$ cat src/yel_pkg.sv
// Shared constants and types for the yEnc line encoder.
`timescale 1ns / 1ps

package yel_pkg;

    // Field and state widths
    localparam int BYTE_W = 8;
    localparam int LSIZE_W = 10;
    localparam int COL_W = 11;

    // Reset value of the line length register
    localparam logic [LSIZE_W-1:0] LINE_LEN_RST = 10'd128;

    // Encoding offsets
    localparam logic [BYTE_W-1:0] ENC_OFFSET = 8'd42;
    localparam logic [BYTE_W-1:0] ESC_OFFSET = 8'd64;

    // Character codes
    localparam logic [BYTE_W-1:0] CH_NUL   = 8'd0;
    localparam logic [BYTE_W-1:0] CH_TAB   = 8'd9;
    localparam logic [BYTE_W-1:0] CH_LF    = 8'd10;
    localparam logic [BYTE_W-1:0] CH_CR    = 8'd13;
    localparam logic [BYTE_W-1:0] CH_SPACE = 8'd32;
    localparam logic [BYTE_W-1:0] CH_DOT   = 8'd46;
    localparam logic [BYTE_W-1:0] CH_EQ    = 8'd61;

    // Characters produced by one item, and the column after it
    typedef struct packed {
        logic [3:0][BYTE_W-1:0] chars;
        logic [1:0]             last_idx;
        logic [COL_W-1:0]       column;
    } t_enc_run;

endpackage

$ cat src/yenc_line_encoder.sv
// Top level of the yEnc line encoder: input register, column state, line length register.
`timescale 1ns / 1ps

// Encodes one raw byte per item into yEnc characters, inserting CR LF once a
// line holds the configured number of characters and escaping by position on
// the line. Each result carries one character; last_of_run marks the final one
// of an item. An item yields 1 to 4 results, all on the single output port:
// plain bytes sustain one item per cycle while the output is not stalled, an
// escaped byte yields two results, a line break with an escaped byte four. The
// input register takes a new item while the previous run is still being played
// out. Write the line length only while the block is idle.
module yenc_line_encoder
    import yel_pkg::*;
(
    input  logic               i_clk,
    input  logic               i_rst_n,
    input  logic               i_line_len_we,
    input  logic [LSIZE_W-1:0] i_line_len,
    input  logic               i_in_valid,
    output logic               o_in_stall,
    input  logic [BYTE_W-1:0]  i_in_byte,
    input  logic               i_end_of_data,
    output logic               o_out_valid,
    input  logic               i_out_stall,
    output logic [BYTE_W-1:0]  o_out_byte,
    output logic               o_last_of_run
);

    logic [LSIZE_W-1:0] r_line_len;
    logic [COL_W-1:0]   r_column;
    logic               r_in_valid;
    logic [BYTE_W-1:0]  r_in_byte;
    logic               r_end;
    logic               emit_free;
    logic               transfer;
    logic               accept;
    t_enc_run           run;

    // Handshake between input register and output stage
    always_comb begin
        transfer   = r_in_valid && emit_free;
        o_in_stall = r_in_valid && !emit_free;
        accept     = i_in_valid && !o_in_stall;
    end

    // Line length register
    always_ff @(posedge i_clk) begin
        if (!i_rst_n) begin
            r_line_len <= LINE_LEN_RST;
        end else if (i_line_len_we) begin
            r_line_len <= i_line_len;
        end
    end

    // Input register control and column state
    always_ff @(posedge i_clk) begin
        if (!i_rst_n) begin
            r_in_valid <= 1'b0;
            r_column   <= '0;
        end else begin
            if (accept) begin
                r_in_valid <= 1'b1;
            end else if (transfer) begin
                r_in_valid <= 1'b0;
            end
            if (transfer) begin
                r_column <= run.column;
            end
        end
    end

    // Input item payload
    always_ff @(posedge i_clk) begin
        if (accept) begin
            r_in_byte <= i_in_byte;
            r_end     <= i_end_of_data;
        end
    end

    yel_encode u_encode (
        .i_in_byte     (r_in_byte),
        .i_end_of_data (r_end),
        .i_column      (r_column),
        .i_line_len    (r_line_len),
        .o_run         (run)
    );

    yel_emit u_emit (
        .i_clk         (i_clk),
        .i_rst_n       (i_rst_n),
        .i_load        (transfer),
        .i_run         (run),
        .o_free        (emit_free),
        .o_out_valid   (o_out_valid),
        .i_out_stall   (i_out_stall),
        .o_out_byte    (o_out_byte),
        .o_last_of_run (o_last_of_run)
    );

endmodule

$ cat src/yel_encode.sv
// Combinational yEnc encoding of one byte at the current column.
`timescale 1ns / 1ps

module yel_encode
    import yel_pkg::*;
(
    input  logic [BYTE_W-1:0]  i_in_byte,
    input  logic               i_end_of_data,
    input  logic [COL_W-1:0]   i_column,
    input  logic [LSIZE_W-1:0] i_line_len,
    output t_enc_run           o_run
);

    logic              at_start;
    logic              wrap;
    logic              middle;
    logic              start_rule;
    logic [BYTE_W-1:0] enc;
    logic [BYTE_W-1:0] enc_esc;
    logic              crit;
    logic              ws;
    logic              esc;
    logic [COL_W:0]    col_plus1;
    logic [COL_W-1:0]  col_base;
    logic [BYTE_W-1:0] first_char;

    // Position on the line selects the escape rule
    always_comb begin
        col_plus1  = {1'b0, i_column} + {{COL_W{1'b0}}, 1'b1};
        at_start   = (i_column == '0);
        wrap       = !at_start && (i_column >= {1'b0, i_line_len});
        middle     = !at_start && !wrap && (col_plus1 < {2'b00, i_line_len});
        start_rule = at_start || wrap;
    end

    // Escape decision; a trailing tab or space at end of data is escaped too
    always_comb begin
        enc     = i_in_byte + ENC_OFFSET;
        enc_esc = enc + ESC_OFFSET;
        crit    = (enc == CH_NUL) || (enc == CH_LF) || (enc == CH_CR) || (enc == CH_EQ);
        ws      = (enc == CH_TAB) || (enc == CH_SPACE);
        esc     = crit || (ws && (!middle || i_end_of_data))
                  || ((enc == CH_DOT) && start_rule);
        first_char = esc ? CH_EQ : enc;
    end

    // Assemble the run of characters and the next column
    always_comb begin
        o_run.chars = '0;
        if (wrap) begin
            o_run.chars[0] = CH_CR;
            o_run.chars[1] = CH_LF;
            o_run.chars[2] = first_char;
            o_run.chars[3] = enc_esc;
            o_run.last_idx = esc ? 2'd3 : 2'd2;
        end else begin
            o_run.chars[0] = first_char;
            o_run.chars[1] = enc_esc;
            o_run.last_idx = esc ? 2'd1 : 2'd0;
        end
        col_base     = start_rule ? '0 : i_column;
        o_run.column = col_base + (esc ? 11'd2 : 11'd1);
    end

endmodule

$ cat src/yel_emit.sv
// Output register that plays out a run of encoded characters, one per cycle while the output is not stalled.
`timescale 1ns / 1ps

module yel_emit
    import yel_pkg::*;
(
    input  logic              i_clk,
    input  logic              i_rst_n,
    input  logic              i_load,
    input  t_enc_run          i_run,
    output logic              o_free,
    output logic              o_out_valid,
    input  logic              i_out_stall,
    output logic [BYTE_W-1:0] o_out_byte,
    output logic              o_last_of_run
);

    logic [3:0][BYTE_W-1:0] r_chars;
    logic [1:0]             r_last;
    logic [1:0]             r_idx;
    logic                   r_valid;
    logic                   at_last;
    logic                   take;

    always_comb begin
        at_last = (r_idx == r_last);
        take    = r_valid && !i_out_stall;
        o_free  = !r_valid || (take && at_last);
    end

    // Control: valid flag and read index
    always_ff @(posedge i_clk) begin
        if (!i_rst_n) begin
            r_valid <= 1'b0;
            r_idx   <= '0;
        end else if (i_load) begin
            r_valid <= 1'b1;
            r_idx   <= '0;
        end else if (take) begin
            if (at_last) begin
                r_valid <= 1'b0;
            end
            r_idx <= r_idx + 2'd1;
        end
    end

    // Payload of the run
    always_ff @(posedge i_clk) begin
        if (i_load) begin
            r_chars <= i_run.chars;
            r_last  <= i_run.last_idx;
        end
    end

    assign o_out_valid   = r_valid;
    assign o_out_byte    = r_chars[r_idx];
    assign o_last_of_run = at_last;

endmodule

$ cat config.mk
export PLATFORM = sky130hd
export DESIGN_NAME = yenc_line_encoder
export DESIGN_NICKNAME = d
export VERILOG_FILES = /design/src/yel_pkg.sv /design/src/yenc_line_encoder.sv /design/src/yel_encode.sv /design/src/yel_emit.sv
export SDC_FILE = /design/constraint.sdc
export NUM_CORES = 1
export LEC_CHECK = 0
export ABC_AREA = 1
export BUFFER_PORTS_ARGS = -buffer_cell sky130_fd_sc_hd__buf_2
export CORE_MARGIN = 2
export CORE_UTILIZATION = 54
export DETAILED_ROUTE_END_ITERATION = 8
export HOLD_SLACK_MARGIN = 0.02
export PLACE_DENSITY = 0.73
export SKIP_LAST_GASP = 1
export SYNTH_ARGS = -nofsm -noshare
export SYNTH_HDL_FRONTEND = slang
export SYNTH_SLANG_ARGS = --single-unit
export TNS_END_PERCENT = 10
$ cat constraint.sdc
create_clock -name i_clk -period 3.3 [get_ports i_clk]
set_input_delay 0.33 -clock i_clk [delete_from_list [all_inputs] [get_ports i_clk]]
set_output_delay 0.33 -clock i_clk [all_outputs]
set_load 0.005 [all_outputs]
==> flow_summary.yaml <==
status:
  status: "finished with violations"
  violations: "setup timing"
logic_synthesis:
  synthXorXnorAreaFrac_pct: 3.24
  synth_warnings: 0
  synth.distinct_cells: 39
  synth_top_family_by_area: "simple AND/OR/NAND/NOR gates"
  synth_compound_area_share_pct: 11.0
  synth_seq_cells: 68
  synth_area_um2: 3980
  syn-num-nets: 510
  synth_fa_ha_area_share_pct: 8.67
  synth_mux_area_share_pct: 0
  synth_top_area_share_pct: 32.4
  synthTopCellsByArea: "edfxtp_1 (32%), dfxtp_1 (13%), ha_1 (8.2%), nor2_1 (6.6%), inv_1 (6.0%)"
  yosys.area.top_type: "edfxtp_1"
  seq_area_frac_synth_pct: 45.0
  syn_avg_cell_area_um2: 8.67
  synth_cells: 459
  synthSimpleGateAreaFrac_pct: 23.7
finish:
  post-route-util_pct: 65.6
  antenna_cells: 0
  drive_gt1_share_pct: 29.4
  finalNetCount: 577
  area_growth_pct: 19.0
  design_area_um2: 4740
  fin_cells: 630
sta:
  finalHoldViolCount: 0
  relSlewSlack_pct: 66.8
  worstMarginPinSlew_ns: 0.497
  fin_crit_sh_pct: 100
  clock_skew_ns: 0.0136
  finalCriticalPeriod_ns: 3.30
  slew_viol_final: 0
  setup_violations: 1
  fmax_ghz: 0.303
  rsz0062_at_grt: "yes"
  setup_ws_ns: -0.00115
placement:
  dp_cells: 608
  gp_congestion: 0.985
  dp_slack_ns: -0.104
  hpwl_um: 6080
  port_buffers: 34
  dpl-instance-area_um2: 4410
drt:
  viasPerCell: 5.20
  wl_per_cell_um: 13.6
  wirelength_um: 8560
  dr.pass1.iters: 5
  vias: 3275
  ant_nets: 0
  drc: 0
  drt_iter0_markers: 245
worst_hold_path:
  holdCritPathClass: "input port to register"
setup_path:
  cp.required_ns: 3.56
  start_kind: "register"
  arrival_ns: 3.56
  critical_path_class: "register to register"
  cp-end-kind: "register"
  cp_max_fo: 4
clock_tree:
  numCtsBuffers: 9
  cts_htree_levels: 3
  cts_tree: "built"
  cts-root-buf: "clkbuf_8"
  clk_pin_slew_worst_paths_ns: 0.08
  numClockSinks: 68
  clockBufferDepth: 2
  clkLatencyLatePin_ns: 0.36
global_route:
  grt_start_max_net_pins: 39
  grt_pass1_wl_um: 14500
  grt_pass1_vias: 3194
  antenna_found_initial: 0
  overflow: 0
  grt.total_usage_pct: 22.2
floorplanning:
  core-area_um2: 7210
  die_h_um: 89.9
  ios: 35
  die_x_um: 89.9
  die_area_um2: 8080
  start_util_pct: 55.2
  num_rows: 31
pwr:
  total_power_mw: 2.01
  ir_drop_uv: 261
  p_leak_nw: 2.12
  p_per_area_nw_per_um2: 425
run:
  drv_cap: 0
kinds of logic after synthesis:
kind of cell | count (synthesis)
adder cells (fa/ha/maj) | 27
AO/OA/AOI/OAI | 79
XOR/XNOR | 13
buffers and inverters | 80
flip-flops | 68
AND/OR/NAND/NOR | 192
area by class of cell:
class                      count  area [µm²]
clock inverter                 7        83.8
timing repair buffer          66         410
sequential                    68        1800
tap                           99         124
inverter                      70         265
fill                         607        2480
multi-input combinational    311        1930
clock buffer                   9         124
sequential cells by signal, summed over array words and instances (netlist names):
name,flops
u_emit.r_chars,32
r_in_byte,8
u_emit.o_out_valid,1
r_line_len,10
r_end,1
r_in_valid,1
u_emit.r_last,2
u_emit.r_idx,2
r_column,11
through the flow:
| step | setup TNS, ns | hold WS, ns |
|---|---|---|
| 3_5_place_dp | -0.169 | 0.487 |
| 2_1_floorplan | 0 | 0.429 |
| 4_1_cts | -0.0887 | 0.138 |
| 3_3_place_gp | 0 | 0.491 |
| 5_1_grt | -1.07 | 0.138 |
| 6_report | -0.00115 | 0.145 |
metal layers:
metal / GRT usage [%] / up-vias / part of all wire, %
met5: 0 / - / 0
met3: 3.35 / 22 / 5.9
met1: 29.4 / 1500 / 44
met2: 35.8 / 105 / 47
met4: 11.0 / 0 / 2.8
li1: - / 1648 / -
final timing paths:
path / slack, ns / depth (start not counted) / to / startpoint
hold / removal: 0.15 / 1 / r_in_byte[4] / i_in_byte[4]
hold reg to reg: 0.50 / 2 / r_line_len[2] / r_line_len[2]
setup / recovery: -0.001 / 24 / r_column[8] / r_column[2]
setup reg to reg: -0.001 / 24 / r_column[8] / r_column[2]
critical path, cell delays in order (launching register included):
cell     delay [ns]
dfxtp_2        0.35
inv_2          0.05
nor3_4         0.22
nand3_2        0.16
nor2_2         0.13
xor2_1         0.07
ha_1           0.35
nand2_2        0.08
buf_4          0.13
inv_1          0.04
nand4_1        0.09
nand2_1        0.09
nand3_1        0.08
nand3_2        0.07
nand2_2        0.07
nand2_4        0.08
inv_4          0.04
buf_4          0.13
fa_2           0.40
nor2_4         0.11
nand3_2        0.11
nor2_4         0.15
nand3_1        0.08
nand2_1        0.07
nor2_1         0.05
cell usage after synthesis:
library cell / count
clkbuf_1: 4
inv_1: 64
buf_6: 4
clkinv_1: 1
fa_1: 1
o31ai_1: 1
xor2_2: 2
o21ai_0: 34
buf_2: 1
inv_2: 5
nand4_1: 9
a21oi_1: 28
nor3_2: 2
nor3_1: 5
o22ai_1: 8
a211oi_1: 2
and2_4: 1
edfxtp_1: 43
buf_4: 1
nor2_1: 70
nor4_1: 1
nand2b_1: 1
nand2_1: 54
nand3_2: 4
o211ai_1: 1
xnor2_1: 4
o21ai_1: 1
nand3_1: 15
a211o_1: 1
nand2_2: 14
dfxtp_1: 25
ha_1: 26
nand3_4: 1
nor2_2: 7
o21ai_2: 2
nor2_4: 4
nand2_4: 4
xor2_1: 7
a21oi_4: 1
what timing repair did:
item	CTS	global route
endpoints found under the setup margin	4	9
cloned	0	0
resized for setup	14	13
setup buffers	6	0
hold endpoints to repair	0	0
hold buffers	0	0
pin swaps	12	14
power breakdown:
group | internal (mW) | total, mW | switching [mW]
logic | 0.117 | 0.306 | 0.189
registers | 0.960 | 0.980 | 0.0203
clock network | 0.362 | 0.724 | 0.363
total | 1.44 | 2.01 | 0.572
cells in the final DEF (no fill, tap or decap), types with 3 or more instances in the layout:
master / n
inv_1: 59
buf_4: 32
nor2_4: 4
xnor2_1: 4
nand3_2: 7
ha_1: 23
nor3_1: 4
clkbuf_8: 9
o22ai_1: 8
buf_2: 34
nand3_1: 12
nand2_1: 52
nand2_2: 16
nor2_1: 66
inv_2: 9
nand4_1: 9
a21oi_1: 25
nand2_4: 4
nor2_2: 11
xor2_1: 7
a21oi_2: 3
o21ai_0: 33
dfxtp_1: 21
dfxtp_2: 4
edfxtp_1: 43
No activity file was read; power rests on OpenSTA's default activity.
